### src/hdl/mptp_pkg.sv
// Package for the min-peak-utilization task placer.
// Word types, slot-load row type, status codes, controller states and the
// divider request/response structs. Used by mptp_div and the top level.
`timescale 1ns / 1ps
`default_nettype none

package mptp_pkg;

  // fixed field widths
  localparam int SLOT_W    = 11;
  localparam int ID_W      = 16;
  localparam int FRAC_BITS = 16;
  localparam int LOAD_W    = FRAC_BITS + 1;
  localparam int QUO_W     = SLOT_W + FRAC_BITS;
  localparam int DCNT_W    = $clog2(QUO_W + 1);

  // processor lanes
  localparam int MAX_PROCS = 8;
  localparam int PIDX_W    = 3;
  localparam int NPROC_W   = 4;

  // one in Q1.FRAC_BITS
  localparam logic [LOAD_W-1:0] ONE_FIX = {1'b1, {FRAC_BITS{1'b0}}};

  // result status codes
  localparam logic [1:0] STAT_PLACED = 2'd0;
  localparam logic [1:0] STAT_DROP   = 2'd1;
  localparam logic [1:0] STAT_NOFIT  = 2'd2;

  typedef struct packed {
    logic [SLOT_W-1:0] now_slot;
    logic [SLOT_W-1:0] due_slot;
    logic [SLOT_W-1:0] work_slots;
    logic [ID_W-1:0]   task_id;
  } in_word_t;

  typedef struct packed {
    logic [1:0]        status;
    logic [2:0]        chosen_processor;
    logic [SLOT_W-1:0] window_start;
    logic [SLOT_W-1:0] window_end;
    logic [LOAD_W-1:0] need_fraction;
    logic [ID_W-1:0]   echo_id;
  } out_word_t;

  // one memory row: the load of every processor at one slot
  typedef logic [MAX_PROCS-1:0][LOAD_W-1:0] row_t;

  typedef enum logic [2:0] {
    ST_CLEAR,
    ST_IDLE,
    ST_MOD,
    ST_DIV,
    ST_SCAN,
    ST_SELECT,
    ST_WRITE,
    ST_OUT
  } state_t;

  typedef struct packed {
    logic              start;
    logic [SLOT_W-1:0] dividend;
    logic [SLOT_W-1:0] divisor;
  } div_req_t;

  typedef struct packed {
    logic              busy;
    logic [LOAD_W-1:0] quotient;
  } div_rsp_t;

endpackage

`default_nettype wire

### src/hdl/mptp_div.sv
// Serial restoring divider: (dividend << FRAC_BITS) / divisor, one bit a cycle.
// Depends on mptp_pkg for widths and the request/response structs.
`timescale 1ns / 1ps
`default_nettype none

module mptp_div (
  input  wire logic              clk,
  input  wire logic              rst_n,
  input  wire mptp_pkg::div_req_t req,
  output mptp_pkg::div_rsp_t      rsp
);
  import mptp_pkg::*;

  logic              busy_r, busy_nxt;
  logic [DCNT_W-1:0] cnt_r, cnt_nxt;
  logic [QUO_W-1:0]  dvd_r, dvd_nxt;
  logic [QUO_W-1:0]  quo_r, quo_nxt;
  logic [SLOT_W-1:0] rem_r, rem_nxt;
  logic [SLOT_W-1:0] dsr_r, dsr_nxt;

  logic [SLOT_W:0]   trial;
  logic [SLOT_W:0]   diff;
  logic              ge;

  // trial subtract of the shifted remainder
  assign trial = {rem_r, dvd_r[QUO_W-1]};
  assign diff  = trial - {1'b0, dsr_r};
  assign ge    = (trial >= {1'b0, dsr_r});

  always_comb begin
    busy_nxt = busy_r;
    cnt_nxt  = cnt_r;
    dvd_nxt  = dvd_r;
    quo_nxt  = quo_r;
    rem_nxt  = rem_r;
    dsr_nxt  = dsr_r;
    if (req.start) begin
      busy_nxt = 1'b1;
      cnt_nxt  = DCNT_W'(QUO_W);
      dvd_nxt  = {req.dividend, {FRAC_BITS{1'b0}}};
      quo_nxt  = '0;
      rem_nxt  = '0;
      dsr_nxt  = req.divisor;
    end else if (busy_r) begin
      dvd_nxt = {dvd_r[QUO_W-2:0], 1'b0};
      quo_nxt = {quo_r[QUO_W-2:0], ge};
      rem_nxt = ge ? diff[SLOT_W-1:0] : trial[SLOT_W-1:0];
      cnt_nxt = cnt_r - DCNT_W'(1);
      if (cnt_r == DCNT_W'(1)) begin
        busy_nxt = 1'b0;
      end
    end
  end

  always_ff @(posedge clk) begin
    if (!rst_n) begin
      busy_r <= 1'b0;
    end else begin
      busy_r <= busy_nxt;
    end
    cnt_r <= cnt_nxt;
    dvd_r <= dvd_nxt;
    quo_r <= quo_nxt;
    rem_r <= rem_nxt;
    dsr_r <= dsr_nxt;
  end

  // quotient does not exceed one in Q1.FRAC_BITS while dividend <= divisor
  assign rsp.busy     = busy_r;
  assign rsp.quotient = quo_r[LOAD_W-1:0];

endmodule

`default_nettype wire

### config.mk
export PLATFORM = sky130hd
export DESIGN_NAME = mptp_div
export DESIGN_NICKNAME = d
export VERILOG_FILES = /design/src/hdl/mptp_pkg.sv /design/src/hdl/mptp_div.sv
export SDC_FILE = /design/constraint.sdc
export NUM_CORES = 1
export LEC_CHECK = 0
export ABC_AREA = 1
export BUFFER_PORTS_ARGS = -buffer_cell sky130_fd_sc_hd__buf_4
export CORE_UTILIZATION = 25
export CTS_BUF_LIST = sky130_fd_sc_hd__clkbuf_16
export DETAILED_ROUTE_END_ITERATION = 7
export SYNTH_ARGS = -nofsm -noshare
export SYNTH_HDL_FRONTEND = slang
export SYNTH_SLANG_ARGS = --single-unit
### constraint.sdc
create_clock -name clk -period 2.55 [get_ports clk]
set_input_delay 0.3825 -clock clk [delete_from_list [all_inputs] [get_ports clk]]
set_output_delay 0.3825 -clock clk [all_outputs]
set_load 0.01 [all_outputs]
# Word-level counts from Yosys, hierarchy flattened
# Cells that the tools add are included.
[totals] ff_bits=56 output_inout_bits=18 elab_cells=17
[op_classes] add_sub_neg=2 magnitude_cmp=1 eq_ne=1 muxes=6 reduce_logical=1
[ops] op="two-way mux 27 bit" n=2
[ops] op="greater-or-equal comparator 12 x 11 -> 1 bit" n=1
[ops] op="two-way mux 11 bit" n=1
[ops] op="subtractor 11 bit" n=1
[ops] op="== test 5 x 1 -> 1 bit (second input constant)" n=1
[ops] op="subtractor 5 x 1 -> 5 bit (second input constant)" n=1
[ops] op="two-way mux 1 bit" n=3
[ops] op="nonzero test 2 bit" n=1

# Longest topological paths before layout
[logic_depth] ltp_word=4 ltp_mapped=13 ltp_nobuf=13

# Least setup slack after synthesis
# Ideal clock, no wire load.
[synth_path] path_type="register to register" start="register dvd_r[26]" end="register rem_r[0]" arrival_ps=1822 required_ps=2428 setup_slack_ps=606 path_stages_with_launch=13 path_buffers=1 period_less_slack_ps=1944 cell_sequence="edfxtp_1 inv_1 ha_1 fa_1 inv_1 nand3_1 nand3_1 nand3_1 nand3_4 buf_6 nand2_1 nand3_1 o21ai_0"
[synth_via] elab_chain_len=2
[synth_lines] item="start, declared" line_no="mptp_div.sv:16" text="logic [QUO_W-1:0] dvd_r, dvd_nxt;"
[synth_lines] item="start signal, assigned" line_no="mptp_div.sv:62" text="dvd_r <= dvd_nxt;"
[synth_lines] item="subtractor 11 bit / greater-or-equal comparator 12 x 11 -> 1 bit (equally long branches)" line_no="mptp_div.sv:27, mptp_div.sv:28"
[synth_lines] item="two-way mux 11 bit (*)" line_no="mptp_div.sv:47" text="rem_nxt = ge ? diff[SLOT_W-1:0] : trial[SLOT_W-1:0];"
[synth_lines] item="end signal, assigned" line_no="mptp_div.sv:64" text="rem_r <= rem_nxt;"
[synth_lines] item="end, declared" line_no="mptp_div.sv:18" text="logic [SLOT_W-1:0] rem_r, rem_nxt;"
# Every way passes the cells marked *; elsewhere a longest branch is shown, timed or not.
# A chain may end at the register's enable or synchronous reset.

# Worst setup path in the final report
[layout_path] start="register dsr_r[0]" end="register rem_r[7]"
[layout_via] elab_chain_len=2
[layout_lines] item="start, declared" line_no="mptp_div.sv:19" text="logic [SLOT_W-1:0] dsr_r, dsr_nxt;"
[layout_lines] item="start signal, assigned" line_no="mptp_div.sv:65" text="dsr_r <= dsr_nxt;"
[layout_lines] item="subtractor 11 bit / greater-or-equal comparator 12 x 11 -> 1 bit (equally long branches)" line_no="mptp_div.sv:27, mptp_div.sv:28"
[layout_lines] item="two-way mux 11 bit (*)" line_no="mptp_div.sv:47"
# Marks and branches as above.

==> results.toml <==
[placed_design]
gp_congestion = 0.836
port_buffers = 42
dp_hpwl_mm = 4.30
placedCellCount = 522

[logic_synthesis]
synth_edf_count = 22
ys.flop_type = "dfxtp_1"
synthTopCellsByCount = "101 x nand2_1, 50 x inv_1, 34 x dfxtp_1"
synth-simple-area-share_pct = 26.5
synth_area_leaders = "dfxtp_1 25%, edfxtp_1 24%, nand2_1 14%"
async_reset_ff_share_pct = 0
yosys.area_share.adder_pct = 6.60
yosys.area.top_type = "dfxtp_1"
synth_compound_area_share_pct = 8.50
synth_most_common_cell = "nand2_1"
synth_nets = 383
synth_cells = 344
synth.avg_cell_area_sq_um = 8.04
yosys.area.top_type_share_pct = 24.6
syn-cell-area_sq_um = 2770
yosys.area_share.xor_xnor_pct = 0.950
synth.distinct_cells = 32
yosys_warnings = 0
synth_top_family_by_area = "simple AND/OR/NAND/NOR gates"
synthMuxAreaShare_pct = 0
ys_seq_area_share_pct = 48.5
synth_seq_cells = 56

[sta]
slew_violations = 0
holdWs_ps = 258
finalSetupViolCount = 0
worst_pin_slew_ps = 381
clock_skew_ps = 11.9
max_freq_ghz = 0.467
timing.final.crit_share_pct = 84.0
max_slew_margin_pct = 74.6
rsz0062_at_grt = "no"
hold_viol = 0
period_needed_ps = 2140
tns_ps = 0

[clock_tree]
clockRootBuffer = "clkbuf_16"
clock_path_buffers = 2
clkLatencyLatePin_ps = 300
cts_tree = "yes"
cts_sinks = 56
cts_setup_buffers = 0
path_clk_slew_ps = 80
cts_buffers = 5
cts_hold_buf = 0
htreeDepth = 2
cts-resized-gates = 0

[grt]
antenna_found_initial = 0
grt_pass1_wl_mm = 10.4
grt_overflow = 0
grt_start_max_net_pins = 33
track_usage_pct = 11.3
first_global_vias = 2292

[finish]
area_delta_synth_final_pct = 22.6
final_nets = 428
final_cell_count_no_fill = 530
nFillCells = 1182
drive_above_1_share_pct = 16.9
antennaDiodeCount = 0

[power_and_ir_drop]
p_leak_uw = 0.00156
power.density_nw_per_um2 = 569
peakVddDrop_mv = 0.329
p_total_uw = 1930

[critical_path]
r2r_end = "rem_r[7]"
r2r-start = "dsr_r[0]"
path_cells = "ha_1, fa_1, inv_1, nand3_1, nand3_1, nand3_1, nand3_4, nand3_1, nand2_1, nand2_1"
cp.required_ps = 2750
critical_path_class = "flip-flop to flip-flop"
r2r.worst_path.cells = 10
start_kind = "flip-flop"
critical_path.max_stage_delay_ps = 380
cp_max_fo = 18
crit_path_end_kind = "flip-flop"
slowest_stage = "edfxtp_1"
path_common_cell = "nand3_1"
worst-endpoint-arrival_ps = 2340
r2r_setup_slack_ps = 410

[run]
drv_cap = 0

[detailed_routing]
avgViaCountPerCell = 4.34
routed_wirelength_mm = 5.94
dr.pass1.iters = 4
postRouteAntennaNets = 0
dr_total_vias = 2301
drc = 0
drt_iter0_drc = 97
wire_per_inst_um = 11.2

[die]
die_w_um = 107
start_util_pct = 25.6
num_io_pins = 43
coreArea_sq_um = 10800
num_rows = 38
dieArea_sq_um = 11500
die_h_um = 107

[min_path]
hp-class = "input port to flip-flop"
hold_end = "dsr_r[7]"
hold_start = "req[7]"
whs_path_depth = 1

[run_status]
status = "finished, final reports clean"
## layout by cell type (no fill, tap or decap), drive strengths merged
cell type,n
a22oi,1
nor2,36
o211a,1
nand4,8
ha,13
edfxtp,22
clkinv,3
buf,46
nand3b,1
inv,53
a21oi,9
o22ai,14
o21bai,1
nand2,104
fa,1
xor2,1
o21a,1
dfxtp,34
nor3,1
nand3,21
xnor2,2
a21boi,1
o21ai,11
clkbuf,5
## registers in the layout, summed over array words and instances (netlist names)
| name | cells |
|---|---|
| rem_r | 11 |
| busy_r | 1 |
| quo_r | 17 |
| dsr_r | 11 |
| cnt_r | 5 |
| dvd_r | 11 |
## worst max-delay path by stage
stage               from  endpoint  slack [ps]  cells after the start
3_5_place_dp    dsr_r[0]  rem_r[9]         410                     10
4_1_cts         dsr_r[0]  rem_r[7]         410                     10
6_report        dsr_r[0]  rem_r[7]         410                     10
3_3_place_gp   dvd_r[26]  rem_r[7]         520                     11
2_1_floorplan  dvd_r[26]  rem_r[0]         610                     12
5_1_grt        dvd_r[26]  rem_r[0]         190                     11
## final cells by class
cell class / count / area [sq um] / share of cell area, %
Sequential cell: 56 / 1340 / 39.6
Multi-Input combinational cell: 227 / 1180 / 34.8
Timing Repair Buffer: 46 / 345 / 10.2
Inverter: 53 / 199 / 5.87
Tap cell: 140 / 175 / 5.17
Clock buffer: 5 / 125 / 3.69
Clock inverter: 3 / 26.3 / 0.775
## report_power, final
group,total [uW],switching (uW),internal [uW]
registers,992,16.8,975
logic,225,135,89.3
clock network,712,338,374
## critical path: cells and delay by family, from the launching register on
kind	cells	cell delay [ps]
simple gates	7	940
buf+inv	1	140
fa+ha+maj	2	590
flops	1	380
## metrics by stage
step / setup WS, ps / area, sq um / util (%)
final: 409 / 3390 / 31.4
after global routing: 190 / 3390 / 31.4
after CTS: 406 / 3390 / 31.4
after detailed placement: 413 / 3240 / 30.0
after global placement: 518 / 3240 / 30.0
after floorplan: 606 / 2770 / -
## metal layers
| metal | wire length [um] | global-route usage [%] | part of all wire, % |
|---|---|---|---|
| met3 | 420 | 3.28 | 7.1 |
| met2 | 2680 | 18.3 | 45 |
| met4 | 62 | 2.74 | 1.0 |
| met5 | 0 | 0 | 0 |
| met1 | 2780 | 14.7 | 47 |
## kinds of logic after synthesis
logic type	count (synthesis)
DFF	56
xor gates and xnor gates	3
and+or+nand+nor	171
adders and majority gates	14
AOI/OAI and AO/OA	39
buffers and inverters	61
Power figures use the tool's default switching activity.
